`config.mk`:
```
export PLATFORM = sky130hd
export DESIGN_NAME = keyed_list_engine
export DESIGN_NICKNAME = d
export VERILOG_FILES = /design/src/hdl/kle_pkg.sv /design/src/hdl/keyed_list_engine.sv /design/src/hdl/kle_ctrl.sv /design/src/hdl/kle_dpath.sv
export SDC_FILE = /design/constraint.sdc
export NUM_CORES = 2
export LEC_CHECK = 0
export BUFFER_PORTS_ARGS = -buffer_cell sky130_fd_sc_hd__buf_2
export CORE_MARGIN = 4
export CORE_UTILIZATION = 25
export CTS_CLUSTER_DIAMETER = 30
export CTS_CLUSTER_SIZE = 20
export DETAILED_ROUTE_END_ITERATION = 10
export PLACE_DENSITY = 0.44
export SYNTH_ARGS = -nofsm -noshare
export SYNTH_HDL_FRONTEND = slang
export SYNTH_SLANG_ARGS = --single-unit
```
`constraint.sdc`:
```
create_clock -name i_clk -period 13.5 [get_ports i_clk]
set_clock_uncertainty 0.05 [all_clocks]
set_input_delay 2.7 -clock i_clk [delete_from_list [all_inputs] [get_ports i_clk]]
set_output_delay 2.7 -clock i_clk [all_outputs]
set_load 0.05 [all_outputs]
```
`src/hdl/kle_pkg.sv`:
```
// Shared types, operation codes and status codes for the keyed list engine.
`timescale 1ns / 1ps
`default_nettype none

package kle_pkg;

    // Default number of entries the list can hold.
    localparam int CAPACITY_DEF = 16;

    // Operation codes carried in the mode field of an input beat.
    localparam logic [1:0] OP_INSERT = 2'd0;
    localparam logic [1:0] OP_REMOVE = 2'd1;
    localparam logic [1:0] OP_SEARCH = 2'd2;
    localparam logic [1:0] OP_CLEAR  = 2'd3;

    // Status codes carried in a result beat.
    localparam logic [1:0] STS_DONE = 2'd0;
    localparam logic [1:0] STS_MISS = 2'd1;
    localparam logic [1:0] STS_FULL = 2'd2;

    typedef struct packed {
        logic [1:0]         mode;
        logic signed [31:0] key;
        logic [31:0]        payload;
    } t_in_beat;

    typedef struct packed {
        logic [1:0]         status;
        logic signed [31:0] found_key;
        logic [31:0]        found_payload;
        logic [4:0]         entry_total;
    } t_out_beat;

    // One stored list entry.
    typedef struct packed {
        logic signed [31:0] key;
        logic [31:0]        payload;
    } t_entry;

    // Commands from the controller to the datapath.
    typedef struct packed {
        logic capture;   // latch a new input beat and clear the scan flags
        logic rd_next;   // read the next entry of the scan
        logic commit;    // final write and count update of the operation
        logic load_out;  // load the result into the output register
    } t_cmd;

    // Status from the datapath to the controller.
    typedef struct packed {
        logic scan_done; // every entry the operation needs has been read
    } t_sts;

endpackage

`default_nettype wire

```
`src/hdl/keyed_list_engine.sv`:
```
// Top level of the keyed list engine: a bounded list of keyed entries.
`timescale 1ns / 1ps
`default_nettype none

// The engine holds up to CAPACITY (key, payload) entries in list order and
// takes one operation per input beat: insert, remove by key, search by key,
// or clear. The keep_sorted configuration bit, written through i_cfg_we and
// i_cfg_data, selects the list discipline; the user must write it only
// while the engine is idle, and the block itself does not enforce this.
// With the bit clear an insert appends at the tail and a lookup stops at
// the first equal key. With the bit set an insert goes in front of the
// first entry whose key is greater than or equal to the new key, and a
// lookup stops at the first such entry, reporting a hit only if its key is
// equal. Keys compare as signed numbers. Every operation returns exactly one
// result beat with a status, the key and payload of a removed or found
// entry (zero otherwise), and the entry count after the operation. An
// operation makes a single forward pass over the N entries held (N is zero
// for clear and for an insert into a full list), one registered read per
// cycle, with the shift that an insert or a remove needs folded into the
// same pass as a one-entry ripple. The last read then settles, the final
// write and count update follow, the result is loaded into the output
// register once that register is free, and the engine returns to idle
// before it accepts the next beat. The engine takes one operation at a
// time; a finished result waits in an output register, so the next beat
// may be accepted before the result is taken.
module keyed_list_engine #(
    parameter int CAPACITY = kle_pkg::CAPACITY_DEF
) (
    input  wire                 i_clk,
    input  wire                 i_rst_n,
    input  wire                 i_cfg_we,
    input  wire                 i_cfg_data,
    input  wire                 i_in_valid,
    output logic                o_in_ready,
    input  kle_pkg::t_in_beat   i_in_beat,
    output logic                o_out_valid,
    input  wire                 i_out_ready,
    output kle_pkg::t_out_beat  o_out_beat
);
    import kle_pkg::*;

    t_cmd cmd;
    t_sts sts;

    // The controller sequences capture, scan, commit and result hand-off.
    kle_ctrl u_ctrl (
        .i_clk       (i_clk),
        .i_rst_n     (i_rst_n),
        .i_in_valid  (i_in_valid),
        .o_in_ready  (o_in_ready),
        .o_out_valid (o_out_valid),
        .i_out_ready (i_out_ready),
        .i_sts       (sts),
        .o_cmd       (cmd)
    );

    // The datapath owns the entry memory, the count, the configuration bit
    // and the result register.
    kle_dpath #(
        .CAPACITY (CAPACITY)
    ) u_dpath (
        .i_clk      (i_clk),
        .i_rst_n    (i_rst_n),
        .i_cfg_we   (i_cfg_we),
        .i_cfg_data (i_cfg_data),
        .i_in_beat  (i_in_beat),
        .i_cmd      (cmd),
        .o_sts      (sts),
        .o_out_beat (o_out_beat)
    );

endmodule

`default_nettype wire

```
`src/hdl/kle_ctrl.sv`:
```
// Controller state machine of the keyed list engine.
`timescale 1ns / 1ps
`default_nettype none

module kle_ctrl (
    input  wire             i_clk,
    input  wire             i_rst_n,
    input  wire             i_in_valid,
    output logic            o_in_ready,
    output logic            o_out_valid,
    input  wire             i_out_ready,
    input  kle_pkg::t_sts   i_sts,
    output kle_pkg::t_cmd   o_cmd
);
    import kle_pkg::*;

    localparam logic [1:0] ST_IDLE   = 2'd0;
    localparam logic [1:0] ST_SCAN   = 2'd1;
    localparam logic [1:0] ST_COMMIT = 2'd2;
    localparam logic [1:0] ST_HOLD   = 2'd3;

    logic [1:0] r_state;
    logic [1:0] n_state;
    logic       r_out_valid;
    logic       out_free;

    assign out_free    = !r_out_valid || i_out_ready;
    assign o_in_ready  = (r_state == ST_IDLE);
    assign o_out_valid = r_out_valid;

    always_comb begin
        n_state = r_state;
        o_cmd   = '0;
        unique case (r_state)
            ST_IDLE: begin
                if (i_in_valid) begin
                    o_cmd.capture = 1'b1;
                    n_state       = ST_SCAN;
                end
            end
            ST_SCAN: begin
                if (i_sts.scan_done) begin
                    n_state = ST_COMMIT;
                end else begin
                    o_cmd.rd_next = 1'b1;
                end
            end
            ST_COMMIT: begin
                o_cmd.commit = 1'b1;
                if (out_free) begin
                    o_cmd.load_out = 1'b1;
                    n_state        = ST_IDLE;
                end else begin
                    n_state = ST_HOLD;
                end
            end
            ST_HOLD: begin
                if (out_free) begin
                    o_cmd.load_out = 1'b1;
                    n_state        = ST_IDLE;
                end
            end
            default: begin
                n_state = ST_IDLE;
            end
        endcase
    end

    always_ff @(posedge i_clk) begin
        if (!i_rst_n) begin
            r_state     <= ST_IDLE;
            r_out_valid <= 1'b0;
        end else begin
            r_state <= n_state;
            if (o_cmd.load_out) begin
                r_out_valid <= 1'b1;
            end else if (i_out_ready) begin
                r_out_valid <= 1'b0;
            end
        end
    end

endmodule

`default_nettype wire

```
`src/hdl/kle_dpath.sv`:
```
// Datapath of the keyed list engine: entry memory, scan pipeline and result register.
`timescale 1ns / 1ps
`default_nettype none

module kle_dpath #(
    parameter int CAPACITY = kle_pkg::CAPACITY_DEF
) (
    input  wire                 i_clk,
    input  wire                 i_rst_n,
    input  wire                 i_cfg_we,
    input  wire                 i_cfg_data,
    input  kle_pkg::t_in_beat   i_in_beat,
    input  kle_pkg::t_cmd       i_cmd,
    output kle_pkg::t_sts       o_sts,
    output kle_pkg::t_out_beat  o_out_beat
);
    import kle_pkg::*;

    localparam int IDX_W = (CAPACITY > 1) ? $clog2(CAPACITY) : 1;
    localparam int CNT_W = $clog2(CAPACITY + 1);
    localparam logic [CNT_W-1:0] CNT_CAP = CNT_W'(CAPACITY);

    // Entry memory: one write and one registered read per cycle.
    t_entry             r_mem [CAPACITY];
    t_entry             r_rd_data;
    logic               r_elem_vld;
    logic [IDX_W-1:0]   r_elem_idx;
    logic [CNT_W-1:0]   r_rd_idx;

    logic               r_sorted;
    logic [CNT_W-1:0]   r_count;

    logic [1:0]         r_op;
    t_entry             r_new;
    logic               r_full;
    logic               r_placed;
    logic               r_stop;
    logic               r_found;
    t_entry             r_carry;
    t_entry             r_hit;
    t_out_beat          r_out;

    logic               key_ge;
    logic               key_eq;
    logic               is_lookup;
    logic [CNT_W-1:0]   scan_len;
    logic [CNT_W-1:0]   cnt_after;
    logic [CNT_W+4:0]   total_ext;
    logic               wr_en;
    logic [IDX_W-1:0]   wr_addr;
    t_entry             wr_data;
    t_out_beat          result;

    assign key_ge    = $signed(r_rd_data.key) >= $signed(r_new.key);
    assign key_eq    = (r_rd_data.key == r_new.key);
    assign is_lookup = (r_op == OP_REMOVE) || (r_op == OP_SEARCH);

    assign scan_len      = ((r_op == OP_CLEAR) || r_full) ? '0 : r_count;
    assign o_sts.scan_done = (r_rd_idx == scan_len);

    always_comb begin
        cnt_after = r_count;
        if ((r_op == OP_INSERT) && !r_full) begin
            cnt_after = r_count + 1'b1;
        end else if ((r_op == OP_REMOVE) && r_found) begin
            cnt_after = r_count - 1'b1;
        end else if (r_op == OP_CLEAR) begin
            cnt_after = '0;
        end
    end

    // Memory write: the final write of an insert, the new entry at its sorted place,
    // or a step of an insert ripple (carry moves up) or remove ripple (entries move down).
    always_comb begin
        wr_en   = 1'b0;
        wr_addr = r_elem_idx;
        wr_data = r_carry;
        if (i_cmd.commit) begin
            if ((r_op == OP_INSERT) && !r_full) begin
                wr_en   = 1'b1;
                wr_addr = r_count[IDX_W-1:0];
                wr_data = r_placed ? r_carry : r_new;
            end
        end else if (r_elem_vld) begin
            if (r_op == OP_INSERT) begin
                if (r_placed) begin
                    wr_en = 1'b1;
                end else if (r_sorted && key_ge) begin
                    wr_en   = 1'b1;
                    wr_data = r_new;
                end
            end else if ((r_op == OP_REMOVE) && r_stop && r_found) begin
                wr_en   = 1'b1;
                wr_addr = r_elem_idx - 1'b1;
                wr_data = r_rd_data;
            end
        end
    end

    always_ff @(posedge i_clk) begin
        if (wr_en) begin
            r_mem[wr_addr] <= wr_data;
        end
        if (i_cmd.rd_next) begin
            r_rd_data  <= r_mem[r_rd_idx[IDX_W-1:0]];
            r_elem_idx <= r_rd_idx[IDX_W-1:0];
        end
    end

    always_ff @(posedge i_clk) begin
        if (!i_rst_n) begin
            r_sorted   <= 1'b0;
            r_count    <= '0;
            r_elem_vld <= 1'b0;
            r_rd_idx   <= '0;
        end else begin
            if (i_cfg_we) begin
                r_sorted <= i_cfg_data;
            end
            if (i_cmd.commit) begin
                r_count <= cnt_after;
            end
            r_elem_vld <= i_cmd.rd_next;
            if (i_cmd.capture) begin
                r_rd_idx <= '0;
            end else if (i_cmd.rd_next) begin
                r_rd_idx <= r_rd_idx + 1'b1;
            end
        end
    end

    // Operation latch and scan flags.
    always_ff @(posedge i_clk) begin
        if (i_cmd.capture) begin
            r_op          <= i_in_beat.mode;
            r_new.key     <= i_in_beat.key;
            r_new.payload <= i_in_beat.payload;
            r_full        <= (i_in_beat.mode == OP_INSERT) && (r_count == CNT_CAP);
            r_placed      <= 1'b0;
            r_stop        <= 1'b0;
            r_found       <= 1'b0;
        end else if (r_elem_vld) begin
            if (r_op == OP_INSERT) begin
                if (r_placed || (r_sorted && key_ge)) begin
                    r_placed <= 1'b1;
                    r_carry  <= r_rd_data;
                end
            end else if (is_lookup && !r_stop) begin
                if (r_sorted ? key_ge : key_eq) begin
                    r_stop <= 1'b1;
                    if (key_eq) begin
                        r_found <= 1'b1;
                        r_hit   <= r_rd_data;
                    end
                end
            end
        end
    end

    // Once the count is committed, r_count already holds the final value.
    assign total_ext = {5'b0, (i_cmd.commit ? cnt_after : r_count)};

    always_comb begin
        result.status        = STS_DONE;
        result.found_key     = '0;
        result.found_payload = '0;
        result.entry_total   = total_ext[4:0];
        if (r_op == OP_INSERT) begin
            result.status = r_full ? STS_FULL : STS_DONE;
        end else if (is_lookup) begin
            if (r_found) begin
                result.found_key     = r_hit.key;
                result.found_payload = r_hit.payload;
            end else begin
                result.status = STS_MISS;
            end
        end
    end

    always_ff @(posedge i_clk) begin
        if (i_cmd.load_out) begin
            r_out <= result;
        end
    end

    assign o_out_beat = r_out;

endmodule

`default_nettype wire
```
**Yosys cells after proc, flatten, opt, wreduce, memory -nomap -nowiden**

Memories as Yosys holds them, arrays and structs flattened. A register that Yosys moved wholly into a read port is not among the register bits.
Cells that the tools add are included.

- Flip-flop bits (word level): 288
- Latch bits: 0
- Memory bits (writable): 1024
- ROM bits: 0
- Input port bits: 72
- Output and inout bits: 73
- Logic and storage cells: 119
- Memories kept: 1

Memory list:

| memory | depth | bits a word | read ports | clocked after memory_dff | wr ports | RTL line | source |
|---|---|---|---|---|---|---|---|
| u_dpath.r_mem | 16 | 64 | 1 | 1 | 1 | kle_dpath.sv:24 | `t_entry r_mem [CAPACITY];` |

- $add $sub $neg: 4
- Multiply operators: 0
- Div/mod/pow operators: 0
- Order comparisons: 1
- Eq/ne operators: 12
- Shift operators: 0
- Mux-type cells: 47
- Bitwise gates (word level): 5
- Reduce and logical (&&, ||, !) cells: 27

Operators with widths:

| kind | number |
|---|---|
| two-way mux 64 bit | 9 |
| two-way mux 65 bit | 1 |
| == test 32 bit | 1 |
| greater-or-equal comparator 32 bit | 1 |
| two-way mux 5 bit | 5 |
| two-way mux 1 bit | 20 |
| two-way mux 4 bit | 5 |
| two-way mux 2 bit | 6 |
| adder 5 x 1 -> 5 bit (second input constant) | 2 |
| == test 2 bit (second input constant) | 4 |
| one-hot mux 2 bit (4 select lines) | 1 |
| AND reduction 4 bit | 2 |
| logical AND 1 bit | 7 |
| zero test 2 bit | 3 |
| AND reduction 3 bit | 2 |
| AND reduction 6 bit | 1 |
| == test 5 bit | 1 |
| == test 5 bit (second input constant) | 1 |
| NOT 1 bit | 5 |
| AND reduction 5 bit | 1 |
| subtractor 5 x 1 -> 5 bit (second input constant) | 1 |
| == test 2 x 1 -> 1 bit (second input constant) | 2 |
| logical OR 1 bit | 4 |
| != test 2 bit (second input constant) | 2 |
| other kinds (6) | 9 |

**Depth between registers and ports, before layout**

- Depth in word-level cells: 9
- Gate-level depth with buffers: 11

**Modules after synthesis**

From an unflattened synthesis, not the netlist that was laid out.

- Cell total of the unflattened synthesis: 2690
- Area, all modules: 54194.5 µm²

By module, submodules not included:

| module | times used | cells each | area an instance (µm²) | seq. area each (µm²) |
|---|---|---|---|---|
| kle_dpath | 1 | 2672 | 54043.1 | 41079.4 |
| kle_ctrl | 1 | 18 | 151.4 | 60.1 |

**Worst setup path after synthesis**

OpenSTA, ideal clock, no wires.

- Path kind: input port to flip-flop
- Start: input i_in_valid
- End: register u_dpath.r_hit[0] in the netlist's numbering (enable)
- Setup time: 486 ps
- Arrival: 6642 ps
- Setup slack: 6322 ps
- Cell stages on the path: 3
- Cells stage by stage: nand2_1 inv_1 nor2_1

RTL lines:

| what | RTL line | source |
|---|---|---|
| start: declaration | keyed_list_engine.sv:33 | `input wire i_in_valid,` |
| end signal: assignment | kle_dpath.sv:153 | `r_hit <= r_rd_data;` |
| end: declaration | kle_dpath.sv:40 | `t_entry r_hit;` |

==> flow_summary.toml <==
[run_status]
status = "finished, final reports clean"

[yosys]
synth_common_cells = "1358 x edfxtp_1, 320 x mux4_2, 108 x clkbuf_1, 78 x and2_1, 76 x o21ai_0"
ys.flop_type = "edfxtp_1"
synth_area_um2 = 55200
syn_nets = 2809
synthArstFlopShare = 0
yosys.area.top_type = "edfxtp_1"
syn_area_per_cell_um2 = 20.5
synth_top_area_frac = 0.739
ys_seq_area_frac = 0.745
yosysWarnings = 0
ys_seq_elements = 1376
netlist_instances = 2697
synth-edff-count = 1358
synth_area_leaders = "edfxtp_1 74%, mux4_2 13%, o211ai_2 1.4%"
synth.distinct_cells = 59
yosysMostFrequentCell = "edfxtp_1"

[clock_network]
worstSkewPairLatency_ns = 0.90
clock_path_buffers = 4
path_clk_slew_ns = 0.04
numClockSinks = 1376
cts_tree = "built"
htree_levels = 5
cts-root-buf = "clkbuf_16"
post_cts_buffers = 0
cts_resized = 0
cts_hold_buf = 0
cts_buffers = 341

[power_and_ir_drop]
vdd_drop_max_mv = 0.120
clkPwrFrac = 0.614
p_seq_frac = 0.371
p_comb_frac = 0.015
cell_internal_pwr_w = 0.0101
swShare = 0.204
p_switching_w = 0.00260
powerDensity_nw_per_um2 = 180
p_leak_nw = 22.1

[grt]
grt_pass1_wl_um = 236000
grt_pass1_vias = 30600
grt_max_degree = 94
grt_usage = 0.144
antenna_found_initial = 10
grt.overflow.total = 0

[hold_path]
hold_depth = 0
hold-path-endpoint = "u_dpath.r_carry[30]"
hp-start = "u_dpath.r_rd_data[30]"
hold_class = "register to register"

[drt]
first_pass_iters = 5
via_count = 29400
ant_nets = 0
drtIter0Drc = 2526
drc = 0
wirelength_um = 167000
viasPerCell = 4.67
wire_per_inst_um = 26.5

[placed_design]
port_buffers = 144
dp_slack_ns = 8.06
gpl.final_weighted_congestion = 0.733
hpwlAfterDp_um = 87300

[floorplanning]
std_cell_rows = 172
boundaryPins = 145
core-area_um2 = 220000
start_util = 0.251
die_h_um = 478
dieArea_um2 = 228000
die-width_um = 478

[sta]
tightest_slew_ns = 1.29
slew_headroom = 0.138
rsz0062_at_grt = "false"
holdWs_ns = 0.426
setup_viol = 0
period_minus_slack_ns = 5.44
fmax_ghz = 0.184
tns_ns = 0
final.setup.worst_slack_ns = 8.06
hold_violations = 0
timing.final.crit_share = 0.403
slew_viol_final = 0

[worst_setup_path]
worst-setup-path-type = "register to register"
cpPeakStageDelay_ns = 1.02
reg2reg_from = "u_dpath.r_op[0]"
worstPathArrival_ns = 5.85
start_kind = "register"
worst_ep_required_time_ns = 13.91
cp-end-kind = "register"
rr_worst_depth = 9
r2r_end = "u_dpath.r_mem[15][0]"
cp_cell_sequence = "inv_1, ha_4, nand2b_1, or3_4, nand2_4, buf_4, buf_4, o211ai_1, o211ai_1"
crit_slowest_cell = "o211ai_1"
critPathMaxFanout = 51
rrSetupSlack_ns = 8.06

[final_layout]
fill_cells = 21000
final_util = 0.322
multi_input_area_um2 = 13300
ff_latch_area_um2 = 41200
layout.nets = 3188
area_delta_synth_final_pct = 28.0
drive_above_1_share = 0.345

[flow_run]
maxCapViolations = 0
placed cells by master (no fill, tap or decap), types with 9 or more instances in the layout:
| cell type | netlist | routed |
|---|---|---|
| edfxtp_1 | 1358 | 1358 |
| clkbuf_16 | 0 | 345 |
| mux4_2 | 320 | 320 |
| buf_2 | 52 | 144 |
| o21ai_0 | 76 | 76 |
| and2_1 | 78 | 76 |
| nand4_1 | 72 | 72 |
| o21a_1 | 69 | 68 |
| o211ai_1 | 68 | 68 |
| mux2i_1 | 67 | 67 |
| o221ai_1 | 64 | 64 |
| buf_4 | 0 | 64 |
| o211ai_2 | 60 | 60 |
| clkinv_2 | 0 | 57 |
| clkinv_1 | 0 | 49 |
| inv_1 | 45 | 44 |
| clkinvlp_4 | 0 | 41 |
| ha_1 | 40 | 39 |
| bufinv_16 | 0 | 39 |
| clkbuf_1 | 108 | 37 |
| nand2_1 | 32 | 31 |
| a21oi_1 | 31 | 30 |
| nor2_1 | 39 | 22 |
| clkinv_4 | 0 | 20 |
| nor2_4 | 0 | 17 |
| dfxtp_1 | 18 | 14 |
| inv_6 | 0 | 9 |
layer usage:
metal  track usage  vias up  share of wire
met5             0        -              0
met4        0.0412        0          0.023
met3        0.0275      318          0.050
met2         0.219      946           0.46
met1         0.208    15800           0.47
li1              -    12300              -
worst max path at each step:
stage,start,end,slack (ns),depth (start not counted)
final,u_dpath.r_op[0],u_dpath.r_mem[15][0],8.06,9
after CTS,u_dpath.r_op[0],u_dpath.r_mem[15][0],8.00,9
after floorplan,i_in_valid,u_dpath.r_hit[0],6.32,3
after global placement,u_dpath.r_op[0],u_dpath.r_mem[15][0],8.15,9
after detailed placement,u_dpath.r_op[0],u_dpath.r_mem[15][0],8.06,9
after global routing,u_dpath.r_op[1],u_dpath.r_mem[15][0],7.72,9
worst max-delay path: cells and delay by family, from the launching register on:
kind	cells	cell delay (ns)
and+or+nand+nor	3	1.45
adders and majority gates	1	0.45
buffers and inverters	3	1.36
AOI/OAI and AO/OA	2	1.16
DFF	1	0.41
power groups by stage:
stage	Sequential [W]	Clock [W]	Combinational, W
2_1_floorplan	0.00481	0	0.0000919
4_1_cts	0.00472	0.00796	0.000190
5_1_grt	0.00472	0.00820	0.000202
6_report	0.00472	0.00781	0.000186
3_5_place_dp	0.00480	0	0.000190
3_3_place_gp	0.00480	0	0.000188
layout make-up:
cell class / instances / area share
Sequential cell: 1376 / 0.582
Inverter: 45 / 0.00243
Antenna cell: 3 / 0.000106
Timing Repair Buffer: 210 / 0.0176
Clock inverter: 217 / 0.0316
Multi-Input combinational cell: 1102 / 0.189
Clock buffer: 385 / 0.125
Tap cell: 2958 / 0.0524
cell families after synthesis:
family	count (synthesis)	share of synthesized area
compound gates	401	0.0574
xor+xnor	7	0.00111
fa+ha+maj	40	0.00906
buf+inv	219	0.0170
flops	1376	0.745
mux	387	0.143
simple gates	267	0.0276
registers in the layout (all words and copies together), names as in the netlist:
register and flops:
u_dpath.r_new 64, u_dpath.r_op 2, u_dpath.r_rd_data 64, u_dpath.r_elem_idx 4, u_dpath.r_carry 64, u_dpath.r_rd_idx 5
u_dpath.r_stop 1, u_dpath.r_mem 1024, u_dpath.o_out_beat 71, u_dpath.r_hit 64, u_dpath.r_count 5, u_dpath.r_elem_vld 1
u_ctrl.r_state 2, u_dpath.r_sorted 1, u_ctrl.o_out_valid 1, u_dpath.r_found 1, u_dpath.r_placed 1, u_dpath.r_full 1
through the flow:
step                      power (W)  area (um2)  instances
final                        0.0127       70700       6296
after global routing         0.0131       70700       6293
after CTS                    0.0129       70700       6293
after detailed placement    0.00499       59600       5691
after global placement      0.00499       59600       5691
after floorplan             0.00490       55200       2697
(Power assumes the default switching activity.)
